<file path="config.mk">
export PLATFORM = sky130hd
export DESIGN_NAME = three_way_quicksort_engine_flat
export DESIGN_NICKNAME = d
export VERILOG_FILES = /design/src/rtl/twqs_pkg.sv /design/src/rtl/twqs_in_if.sv /design/src/rtl/twqs_out_if.sv /design/src/rtl/twqs_core.sv /design/src/rtl/twqs_out_stage.sv /design/src/rtl/three_way_quicksort_engine.sv /design/src/flat_wrapper.sv
export SDC_FILE = /design/constraint.sdc
export NUM_CORES = 2
export LEC_CHECK = 0
export BUFFER_PORTS_ARGS = -buffer_cell sky130_fd_sc_hd__buf_2
export CAP_MARGIN = 10
export CORE_ASPECT_RATIO = 0.9
export CORE_MARGIN = 2
export CORE_UTILIZATION = 45
export DETAILED_ROUTE_END_ITERATION = 8
export SLEW_MARGIN = 40
export SYNTH_ARGS = -nofsm -noshare
export SYNTH_HDL_FRONTEND = slang
export SYNTH_SLANG_ARGS = --single-unit
</file>
<file path="constraint.sdc">
create_clock -name clk -period 6 [get_ports clk]
set_input_delay 0.9 -clock clk [delete_from_list [all_inputs] [get_ports clk]]
set_output_delay 0.9 -clock clk [all_outputs]
set_load 0.1 [all_outputs]
</file>
<file path="src/rtl/twqs_pkg.sv">
// shared constants and types of the three-way quicksort engine
// no dependencies; compiled first
package twqs_pkg;

	localparam int unsigned DATA_W           = 32;
	localparam int unsigned MAX_ELEMENTS_DEF = 64;

	// one result handed from the sequencer to the output register
	typedef struct packed {
		logic                     load;
		logic signed [DATA_W-1:0] value;
		logic                     eol;
		logic                     ovf;
	} res_t;

endpackage

</file>
<file path="src/rtl/twqs_in_if.sv">
// input channel of the quicksort engine: valid/ready plus one list element
// depends on twqs_pkg
interface twqs_in_if;
	logic                              valid;
	logic                              ready;
	logic signed [twqs_pkg::DATA_W-1:0] value;
	logic                              is_last;

	modport source(output valid, value, is_last, input ready);
	modport sink(input valid, value, is_last, output ready);
endinterface

</file>
<file path="src/rtl/twqs_out_if.sv">
// output channel of the quicksort engine: valid/ready plus one sorted element
// depends on twqs_pkg
interface twqs_out_if;
	logic                              valid;
	logic                              ready;
	logic signed [twqs_pkg::DATA_W-1:0] sorted_value;
	logic                              end_of_list;
	logic                              overflow;

	modport source(output valid, sorted_value, end_of_list, overflow, input ready);
	modport sink(input valid, sorted_value, end_of_list, overflow, output ready);
endinterface

</file>
<file path="src/rtl/twqs_core.sv">
// sequencer of the quicksort engine: element store, range stack and the
// shared compare / index unit; depends on twqs_pkg and twqs_in_if
module twqs_core #(
	parameter int unsigned MAX_ELEMENTS = twqs_pkg::MAX_ELEMENTS_DEF
) (
	input  logic            clk,
	input  logic            arst_n,
	twqs_in_if.sink         in_ch,
	input  logic            out_busy,
	output twqs_pkg::res_t  res
);

	localparam int unsigned IDX_W = $clog2(MAX_ELEMENTS);
	localparam int unsigned CNT_W = $clog2(MAX_ELEMENTS + 1);
	localparam int unsigned STK_W = 2 * CNT_W;
	localparam int unsigned DW    = twqs_pkg::DATA_W;

	typedef enum logic [13:0] {
		ST_IDLE = 14'b00000000000001,
		ST_RNG  = 14'b00000000000010,
		ST_PIVW = 14'b00000000000100,
		ST_SCAN = 14'b00000000001000,
		ST_CMP  = 14'b00000000010000,
		ST_WI   = 14'b00000000100000,
		ST_GTR  = 14'b00000001000000,
		ST_GTW  = 14'b00000010000000,
		ST_PUSH = 14'b00000100000000,
		ST_POP  = 14'b00001000000000,
		ST_POPW = 14'b00010000000000,
		ST_ORD  = 14'b00100000000000,
		ST_OLD  = 14'b01000000000000,
		ST_SPARE = 14'b10000000000000
	} state_t;

	state_t                 state_q;
	logic [CNT_W-1:0]       count_q, lo_q, hi_q, lt_q, i_q, gt_q, sp_q, oidx_q;
	logic                   dropped_q;
	logic signed [DW-1:0]   pivot_q, k_q, rd_q;
	logic [STK_W-1:0]       st_rd_q;

	logic signed [DW-1:0]   store_mem [MAX_ELEMENTS];
	logic [STK_W-1:0]       stack_mem [MAX_ELEMENTS];

	logic                   in_fire, room;
	logic [CNT_W-1:0]       count_inc, len, mid, gt_dec, left_len, right_len;
	logic [CNT_W-1:0]       sp_dec, oidx_inc;
	logic                   is_less, is_greater, stk_room;

	logic                   we, re, stk_we, stk_re;
	logic [IDX_W-1:0]       waddr, raddr;
	logic signed [DW-1:0]   wdata;
	logic [STK_W-1:0]       stk_wdata;

	assign in_ch.ready  = (state_q == ST_IDLE);
	assign in_fire      = in_ch.valid && in_ch.ready;
	assign room         = count_q < CNT_W'(MAX_ELEMENTS);
	assign count_inc    = count_q + 1'b1;
	assign len          = hi_q - lo_q;
	assign mid          = lo_q + (len >> 1);
	assign gt_dec       = gt_q - 1'b1;
	assign left_len     = lt_q - lo_q;
	assign right_len    = hi_q - gt_q;
	assign sp_dec       = sp_q - 1'b1;
	assign oidx_inc     = oidx_q + 1'b1;
	assign stk_room     = sp_q < CNT_W'(MAX_ELEMENTS);

	// shared three-way compare against the pivot
	assign is_less      = rd_q < pivot_q;
	assign is_greater   = rd_q > pivot_q;

	// store port selection
	always_comb begin
		we    = 1'b0;
		waddr = count_q[IDX_W-1:0];
		wdata = in_ch.value;
		re    = 1'b0;
		raddr = i_q[IDX_W-1:0];
		unique case (state_q)
			ST_IDLE: begin
				we = in_fire && room;
			end
			ST_RNG: begin
				re    = 1'b1;
				raddr = mid[IDX_W-1:0];
			end
			ST_SCAN: begin
				re = 1'b1;
			end
			ST_CMP: begin
				if (is_less && (lt_q != i_q)) begin
					we    = 1'b1;
					waddr = lt_q[IDX_W-1:0];
					wdata = rd_q;
				end else if (is_greater) begin
					re    = 1'b1;
					raddr = gt_dec[IDX_W-1:0];
				end
			end
			ST_WI: begin
				we    = 1'b1;
				waddr = i_q[IDX_W-1:0];
				wdata = pivot_q;
			end
			ST_GTR: begin
				we    = 1'b1;
				waddr = gt_q[IDX_W-1:0];
				wdata = k_q;
			end
			ST_GTW: begin
				we    = 1'b1;
				waddr = i_q[IDX_W-1:0];
				wdata = rd_q;
			end
			ST_ORD: begin
				re    = !out_busy;
				raddr = oidx_q[IDX_W-1:0];
			end
			default: begin
			end
		endcase
	end

	// stack port selection: larger part is pushed
	always_comb begin
		stk_we    = (state_q == ST_PUSH) && stk_room &&
			((left_len < right_len) ? (right_len > CNT_W'(1)) : (left_len > CNT_W'(1)));
		stk_wdata = (left_len < right_len) ? {gt_q, hi_q} : {lo_q, lt_q};
		stk_re    = (state_q == ST_POP) && (sp_q != '0);
	end

	always_ff @(posedge clk) begin
		if (we) store_mem[waddr] <= wdata;
		if (re) rd_q <= store_mem[raddr];
		if (stk_we) stack_mem[sp_q[IDX_W-1:0]] <= stk_wdata;
		if (stk_re) st_rd_q <= stack_mem[sp_dec[IDX_W-1:0]];
		if (state_q == ST_PIVW) pivot_q <= rd_q;
		if (state_q == ST_CMP) k_q <= rd_q;
	end

	always_ff @(posedge clk or negedge arst_n) begin
		if (!arst_n) begin
			state_q   <= ST_IDLE;
			count_q   <= '0;
			dropped_q <= 1'b0;
			lo_q      <= '0;
			hi_q      <= '0;
			lt_q      <= '0;
			i_q       <= '0;
			gt_q      <= '0;
			sp_q      <= '0;
			oidx_q    <= '0;
		end else begin
			unique case (state_q)
				ST_IDLE: begin
					if (in_fire) begin
						if (room) count_q <= count_inc;
						else dropped_q <= 1'b1;
						if (in_ch.is_last) begin
							lo_q    <= '0;
							hi_q    <= room ? count_inc : count_q;
							sp_q    <= '0;
							state_q <= ST_RNG;
						end
					end
				end
				ST_RNG: begin
					if (len <= CNT_W'(1)) state_q <= ST_POP;
					else state_q <= ST_PIVW;
				end
				ST_PIVW: begin
					lt_q    <= lo_q;
					i_q     <= lo_q;
					gt_q    <= hi_q;
					state_q <= ST_SCAN;
				end
				ST_SCAN: begin
					if (i_q < gt_q) state_q <= ST_CMP;
					else state_q <= ST_PUSH;
				end
				ST_CMP: begin
					if (is_less) begin
						if (lt_q != i_q) begin
							state_q <= ST_WI;
						end else begin
							lt_q    <= lt_q + 1'b1;
							i_q     <= i_q + 1'b1;
							state_q <= ST_SCAN;
						end
					end else if (is_greater) begin
						gt_q    <= gt_dec;
						state_q <= ST_GTR;
					end else begin
						i_q     <= i_q + 1'b1;
						state_q <= ST_SCAN;
					end
				end
				ST_WI: begin
					lt_q    <= lt_q + 1'b1;
					i_q     <= i_q + 1'b1;
					state_q <= ST_SCAN;
				end
				ST_GTR: begin
					state_q <= ST_GTW;
				end
				ST_GTW: begin
					state_q <= ST_SCAN;
				end
				ST_PUSH: begin
					if (stk_we) sp_q <= sp_q + 1'b1;
					if (left_len < right_len) hi_q <= lt_q;
					else lo_q <= gt_q;
					state_q <= ST_RNG;
				end
				ST_POP: begin
					if (sp_q == '0) begin
						oidx_q  <= '0;
						state_q <= ST_ORD;
					end else begin
						sp_q    <= sp_dec;
						state_q <= ST_POPW;
					end
				end
				ST_POPW: begin
					lo_q    <= st_rd_q[STK_W-1:CNT_W];
					hi_q    <= st_rd_q[CNT_W-1:0];
					state_q <= ST_RNG;
				end
				ST_ORD: begin
					if (!out_busy) state_q <= ST_OLD;
				end
				ST_OLD: begin
					if (oidx_inc == count_q) begin
						count_q   <= '0;
						dropped_q <= 1'b0;
						state_q   <= ST_IDLE;
					end else begin
						oidx_q  <= oidx_inc;
						state_q <= ST_ORD;
					end
				end
				default: begin
					state_q <= ST_IDLE;
				end
			endcase
		end
	end

	assign res.load  = (state_q == ST_OLD);
	assign res.value = rd_q;
	assign res.eol   = (oidx_inc == count_q);
	assign res.ovf   = dropped_q;

endmodule

</file>
<file path="src/rtl/twqs_out_stage.sv">
// output register of the quicksort engine, holds one result until transfer
// depends on twqs_pkg and twqs_out_if
module twqs_out_stage (
	input  logic            clk,
	input  logic            arst_n,
	input  twqs_pkg::res_t  res,
	output logic            busy,
	twqs_out_if.source      out_ch
);

	logic                              valid_q;
	logic signed [twqs_pkg::DATA_W-1:0] value_q;
	logic                              eol_q;
	logic                              ovf_q;

	always_ff @(posedge clk or negedge arst_n) begin
		if (!arst_n) begin
			valid_q <= 1'b0;
		end else if (res.load) begin
			valid_q <= 1'b1;
		end else if (valid_q && out_ch.ready) begin
			valid_q <= 1'b0;
		end
	end

	always_ff @(posedge clk) begin
		if (res.load) begin
			value_q <= res.value;
			eol_q   <= res.eol;
			ovf_q   <= res.ovf;
		end
	end

	assign busy                = valid_q;
	assign out_ch.valid        = valid_q;
	assign out_ch.sorted_value = value_q;
	assign out_ch.end_of_list  = eol_q;
	assign out_ch.overflow     = ovf_q;

endmodule

</file>
<file path="src/rtl/three_way_quicksort_engine.sv">
// top level of the three-way quicksort engine
// depends on twqs_pkg, twqs_in_if, twqs_out_if, twqs_core, twqs_out_stage
//
// usage:
//  - in_ch carries one signed 32-bit element per transfer; is_last closes the list
//  - while loading, in_ch.ready is high and each element takes one cycle
//  - up to MAX_ELEMENTS elements are kept; later ones are dropped and every
//    result of that list has overflow set
//  - after the is_last transfer, in_ch.ready drops and the store is sorted in place
//    by three-way quicksort, one element compared per step by a shared compare
//    unit; an element equal to the pivot or already in place passes the scan and
//    compare states, one that is less and swapped also a write-back state, and one
//    that is greater the states that swap it with the top end (the swapped-in
//    element is scanned again)
//  - the sorted list leaves on out_ch, one result at a time: the next element is
//    read only once the output register is empty; end_of_list marks the final result
//  - a stalled receiver holds the output register; the sequencer waits on it
//  - the final result may still wait in the output register while the next
//    list already loads
//  - reset clears counters, the overflow flag and the output valid; the store
//    needs no clearing, only loaded entries are ever read
module three_way_quicksort_engine #(
	parameter int unsigned MAX_ELEMENTS = twqs_pkg::MAX_ELEMENTS_DEF
) (
	input  logic        clk,
	input  logic        arst_n,
	twqs_in_if.sink     in_ch,
	twqs_out_if.source  out_ch
);

	twqs_pkg::res_t res;   // result handed to the output register
	logic           out_busy;

	// sequencer, store and range stack
	twqs_core #(
		.MAX_ELEMENTS(MAX_ELEMENTS)
	) u_core (
		.clk     (clk),
		.arst_n  (arst_n),
		.in_ch   (in_ch),
		.out_busy(out_busy),
		.res     (res)
	);

	// output register decouples the receiver from the sequencer
	twqs_out_stage u_out (
		.clk   (clk),
		.arst_n(arst_n),
		.res   (res),
		.busy  (out_busy),
		.out_ch(out_ch)
	);

	// a result is never loaded over one still waiting
	a_no_overwrite: assert property (@(posedge clk) disable iff (!arst_n)
		res.load |-> !out_busy)
		else $error("result loaded while output register full");

	// no input transfer while results are being produced
	a_no_load_in_burst: assert property (@(posedge clk) disable iff (!arst_n)
		res.load |-> !in_ch.ready)
		else $error("input ready during output burst");

	// loading resumes only once the final result of the list is out or waiting
	a_resume_after_last: assert property (@(posedge clk) disable iff (!arst_n)
		$rose(in_ch.ready) |-> (!out_ch.valid || out_ch.end_of_list))
		else $error("input ready before end of list");

endmodule

</file>
<file path="src/flat_wrapper.sv">
// flat-port wrapper written by rule: the top's interface ports become plain ports
module three_way_quicksort_engine_flat 
#(
	parameter int unsigned MAX_ELEMENTS = twqs_pkg::MAX_ELEMENTS_DEF
)
  (clk, arst_n, in_ch_valid, in_ch_value, in_ch_is_last, in_ch_ready, out_ch_valid, out_ch_sorted_value, out_ch_end_of_list, out_ch_overflow, out_ch_ready);
  twqs_in_if in_ch_i ();
  twqs_out_if out_ch_i ();
  input  logic clk;
  input  logic arst_n;
  input wire logic [$bits(in_ch_i.valid)-1:0] in_ch_valid;
  input wire logic [$bits(in_ch_i.value)-1:0] in_ch_value;
  input wire logic [$bits(in_ch_i.is_last)-1:0] in_ch_is_last;
  output wire logic [$bits(in_ch_i.ready)-1:0] in_ch_ready;
  output wire logic [$bits(out_ch_i.valid)-1:0] out_ch_valid;
  output wire logic [$bits(out_ch_i.sorted_value)-1:0] out_ch_sorted_value;
  output wire logic [$bits(out_ch_i.end_of_list)-1:0] out_ch_end_of_list;
  output wire logic [$bits(out_ch_i.overflow)-1:0] out_ch_overflow;
  input wire logic [$bits(out_ch_i.ready)-1:0] out_ch_ready;
  assign in_ch_i.valid = in_ch_valid;
  assign in_ch_i.value = in_ch_value;
  assign in_ch_i.is_last = in_ch_is_last;
  assign in_ch_ready = in_ch_i.ready;
  assign out_ch_valid = out_ch_i.valid;
  assign out_ch_sorted_value = out_ch_i.sorted_value;
  assign out_ch_end_of_list = out_ch_i.end_of_list;
  assign out_ch_overflow = out_ch_i.overflow;
  assign out_ch_i.ready = out_ch_ready;
  three_way_quicksort_engine #(.MAX_ELEMENTS(MAX_ELEMENTS)) u_core (.clk(clk), .arst_n(arst_n), .in_ch(in_ch_i), .out_ch(out_ch_i));
endmodule
</file>
==> impl_metrics.yaml <==
outcome:
  result_of_the_run: "finished, final reports clean"
clocking:
  ctsHoldBuffers: 0
  cell_at_the_root_of_the_clock_tree: "sky130_fd_sc_hd__clkbuf_16"
  clock_sink_count: 3159
  cts_tree: "yes"
  insertion_delay_ns: 0.91
  clk_transition_reported_paths_ns: 0.06
  cts_htree_levels: 5
  cts.path.max_buffers: 4
  numCtsBuffers: 325
synth:
  flop_and_latch_count_out_of_synthesis: 3159
  avgSynthCellArea_um2: 15.9
  synth_compound_area_share_pct: 6.51
  ys_warn_count: 0
  share_of_the_synthesized_netlist_area_taken_by_xor_and_xnor_gates_pct: 0.358
  synth-edff-count: 3088
  postSynth.asyncResetShare_pct: 2.25
  synth_adder_area_share_pct: 0.790
  synth.area.mux_share_pct: 8.74
  synth-seq-area-share_pct: 74.2
  ys_types: 93
  synthesis.instances: 8013
  main_combinational_cell_family_by_area_after_synthesis: "multiplexers"
  synth_simple_gate_area_share_pct: 7.40
  synth_top_flop_cell: "sky130_fd_sc_hd__edfxtp_1"
  syn-cell-area_um2: 127000
  postSynthNetCount: 8128
timing:
  achievable-frequency_mhz: 167
  worst_slew_pin_slew_ns: 0.922
  setup-violations-final: 0
  max_slew_margin_pct: 38.2
  finalCritPeriodShare_pct: 99.6
  fin_ws_ns: 0.0242
  whs_ns: 0.0213
  final_number_of_max_transition_violations: 0
  unrepaired_setup_endpoints_after_global_routing: "false"
  final_hold_viol_count: 0
  finalWorstPathRequiredPeriod_ns: 5.98
  clock_skew_ns: 0.0661
worst_setup_path:
  buffers_inverters_on_critical_path: 3
  timing.critical_path.to_type: "register"
  worst_path_most_repeated_cell: "sky130_fd_sc_hd__buf_4"
  cp.required_ns: 6.70
  worstPathCellList: "ha_1 -> nand4_1 -> nor3_1 -> a21boi_0 -> o41a_2 -> a2111oi_4 -> buf_4 -> a211oi_4 -> nand2_4 -> buf_12 -> o21ai_0 -> o22ai_1 -> a2111oi_1 -> buf_4 -> or4_1"
  crit_family: "compound AO/OA/AOI/OAI gates"
  timing.critical_path.slowest_cell_delay_ns: 0.74
  path_max_fanout: 33
  critPathLaunchType: "register"
  criticalPathCategory: "reg2reg"
  slowest_stage: "sky130_fd_sc_hd__a2111oi_1"
  timing.critical_path.arrival_ns: 6.68
routing:
  vias_per_cell: 6.15
  drt-total-wl_um: 385000
  drc: 0
  routedWlPerCell_um: 30.5
  dr_total_vias: 77500
  first_iter_violations: 11300
  total_iterations_of_the_first_detailed_routing_run: 8
  drt.antenna.violating_nets: 0
grt:
  grt_busiest_layer: "met1"
  gr-usage-met1_pct: 39.8
  grt_start_max_net_pins: 81
  use_met3_pct: 5.08
  antenna_found_initial: 41
  grt_use_total_pct: 26.5
  number_of_global_route_vias_before_repair: 74100
  grt_first_pass_wirelength_um: 546000
  grt_util_met2_pct: 38.8
  global_route.overflow_total: 0
placed_design:
  post_detail_place_hpwl_um: 238000
  place_inst: 12000
  port-buffer-count: 72
  finalWeightedCongestion: 0.912
  worst_setup_timing_slack_at_the_placement_stage_ns: -0.209
pwr:
  p_leak_nw: 50.7
  p_sw_mw: 31.0
  powerDensity_nw_per_um2: 553
  power_frac_seq_pct: 38.2
  power_report.internal_total_mw: 51.4
  clkPwrFrac_pct: 24.2
  p_sw_share_pct: 37.6
  power.ir.vdd_worst_mv: 1.06
  power.share.combinational_pct: 37.5
floorplan:
  die_h_um: 509
  die_area_um2: 287000
  initial_core_util_pct: 45.1
  design.core.area_um2: 282000
  placementRows: 185
  top_level_ports: 73
  width_of_the_chip_um: 565
worst_hold_path:
  min_path_type: "in2async"
final_layout:
  most_frequent_standard_cell_in_the_layout_excluding_fill_and_tap_cells: "sky130_fd_sc_hd__edfxtp_1"
  num-nets-final: 8709
  area.growth.synth_to_final_pct: 17.2
  most_frequent_cells_in_the_layout: "sky130_fd_sc_hd__edfxtp_1, sky130_fd_sc_hd__nand2_1, sky130_fd_sc_hd__buf_4, sky130_fd_sc_hd__mux2i_1, sky130_fd_sc_hd__nand3_1"
  instances_no_fill: 12600
  fillerInstances: 22500
  drive_gt1_share_pct: 19.2
  post_route_core_utilization_pct: 52.9
run:
  timing.max_cap.violations: 0
-- through the flow --
stage | power (mW) | area [um2] | setup TNS [ns]
after floorplan | 45.4 | 127000 | 0
after global placement | 61.1 | 138000 | -2.18
after detailed placement | 62.0 | 139000 | -0.284
after CTS | 81.9 | 149000 | 0
after global routing | 85.3 | 149000 | 0
final | 82.4 | 149000 | 0
-- cell families (layout without fill, tap and decap cells) --
| family | Yosys count | after routing |
|---|---|---|
| adder cells (fa/ha/maj) | 78 | 78 |
| multiplexers | 755 | 755 |
| other | 0 | 14 |
| AO/OA/AOI/OAI | 1220 | 1220 |
| XOR/XNOR | 52 | 52 |
| flip-flops | 3159 | 3159 |
| buffers and inverters | 573 | 1412 |
| AND/OR/NAND/NOR | 2176 | 2176 |
-- cell usage after synthesis (all sizes together), types with 24 or more instances --
master / number / area share [%]
a211oi: 57 / 0.34
o221ai: 126 / 0.87
a21o: 25 / 0.15
nor2: 224 / 0.66
xnor2: 34 / 0.23
inv: 91 / 0.27
a221oi: 24 / 0.17
clkbuf: 229 / 0.68
nor3: 82 / 0.33
o211ai: 30 / 0.18
a2111oi: 69 / 0.50
nand3: 411 / 1.6
o22ai: 49 / 0.24
dfrtp: 70 / 1.4
a222oi: 34 / 0.27
o21ai: 165 / 0.65
a32oi: 35 / 0.24
nand2: 1270 / 3.7
nand4: 31 / 0.17
buf: 252 / 1.0
a21oi: 393 / 1.6
edfxtp: 3088 / 73
mux4: 280 / 5.0
ha: 74 / 0.73
a31oi: 49 / 0.24
or4: 29 / 0.17
mux2: 50 / 0.44
mux2i: 425 / 3.3
-- timing repair --
action                                  4_1_cts  5_1_grt
endpoints found under the setup margin        4       19
setup buffers                                 2        2
pin swaps                                     1        1
gates resized for setup                       1        7
-- area by class of cell --
type                    count  area [um2]  area share [%]
flip-flops and latches   3159       94500            63.4
clock buffers             397        8510            5.71
clock inverters           188        1890            1.27
multi-input cells        4281       31400            21.0
diodes                     14        35.0          0.0235
inverters                  92         345           0.232
well taps                3740        4680            3.14
repair buffers            735        7810            5.23
-- power by group through the flow --
| stage | Combinational (mW) | Sequential [mW] | Clock [mW] |
|---|---|---|---|
| 2_1_floorplan | 14.8 | 30.6 | 0 |
| 3_3_place_gp | 29.1 | 31.9 | 0 |
| 3_5_place_dp | 30.0 | 32.0 | 0 |
| 4_1_cts | 30.2 | 31.5 | 20.2 |
| 5_1_grt | 32.7 | 31.5 | 21.0 |
| 6_report | 30.9 | 31.5 | 20.0 |
-- final timing paths --
kind                                             startpoint                                  end  slack (ns)  depth (start not counted)
setup / recovery            u_core.u_core.rd_q[6]$_DFFE_PP_      u_core.u_core.rd_q[0]$_DFFE_PP_        0.02                         15
hold / removal                                       arst_n    u_core.u_core.lo_q[6]$_DFFE_PN0P_        0.02                          1
setup reg to reg            u_core.u_core.rd_q[6]$_DFFE_PP_      u_core.u_core.rd_q[0]$_DFFE_PP_        0.02                         15
hold reg to reg            u_core.u_core.rd_q[31]$_DFFE_PP_  u_core.u_core.pivot_q[31]$_DFFE_PP_        0.51                          0
max in group asynchronous                            arst_n    u_core.u_core.sp_q[0]$_DFFE_PN0P_        5.38                          1
min in group clk                               out_ch_ready        u_core.u_out.busy$_DFFE_PN0P_        0.33                          2
-- routing by layer --
metal	vias up	part of all wire (%)
li1	32600	-
met1	39800	42
met2	4397	44
met3	662	10
met4	16	3.5
met5	-	0.027
-- flip-flops by register name, indices dropped and copies added, names as in the netlist --
signal	flops
u_core.u_core.hi_q	7
u_core.u_core.oidx_q	7
u_core.u_core.store_mem	2048
u_core.u_core.i_q	7
u_core.u_core.lt_q	7
u_core.u_core.rd_q	32
u_core.u_core.gt_q	7
u_core.u_core.count_q	7
u_core.u_core.sp_q	7
u_core.u_core.stack_mem	896
u_core.u_out.busy	1
u_core.u_out.out_ch.overflow	1
u_core.u_core.pivot_q	32
u_core.u_out.out_ch.sorted_value	32
u_core.u_core.state_q	13
u_core.u_out.out_ch.end_of_list	1
u_core.u_core.dropped_q	1
u_core.u_core.lo_q	7
u_core.u_core.st_rd_q	14
u_core.u_core.k_q	32
Power figures use the tool's default switching activity.
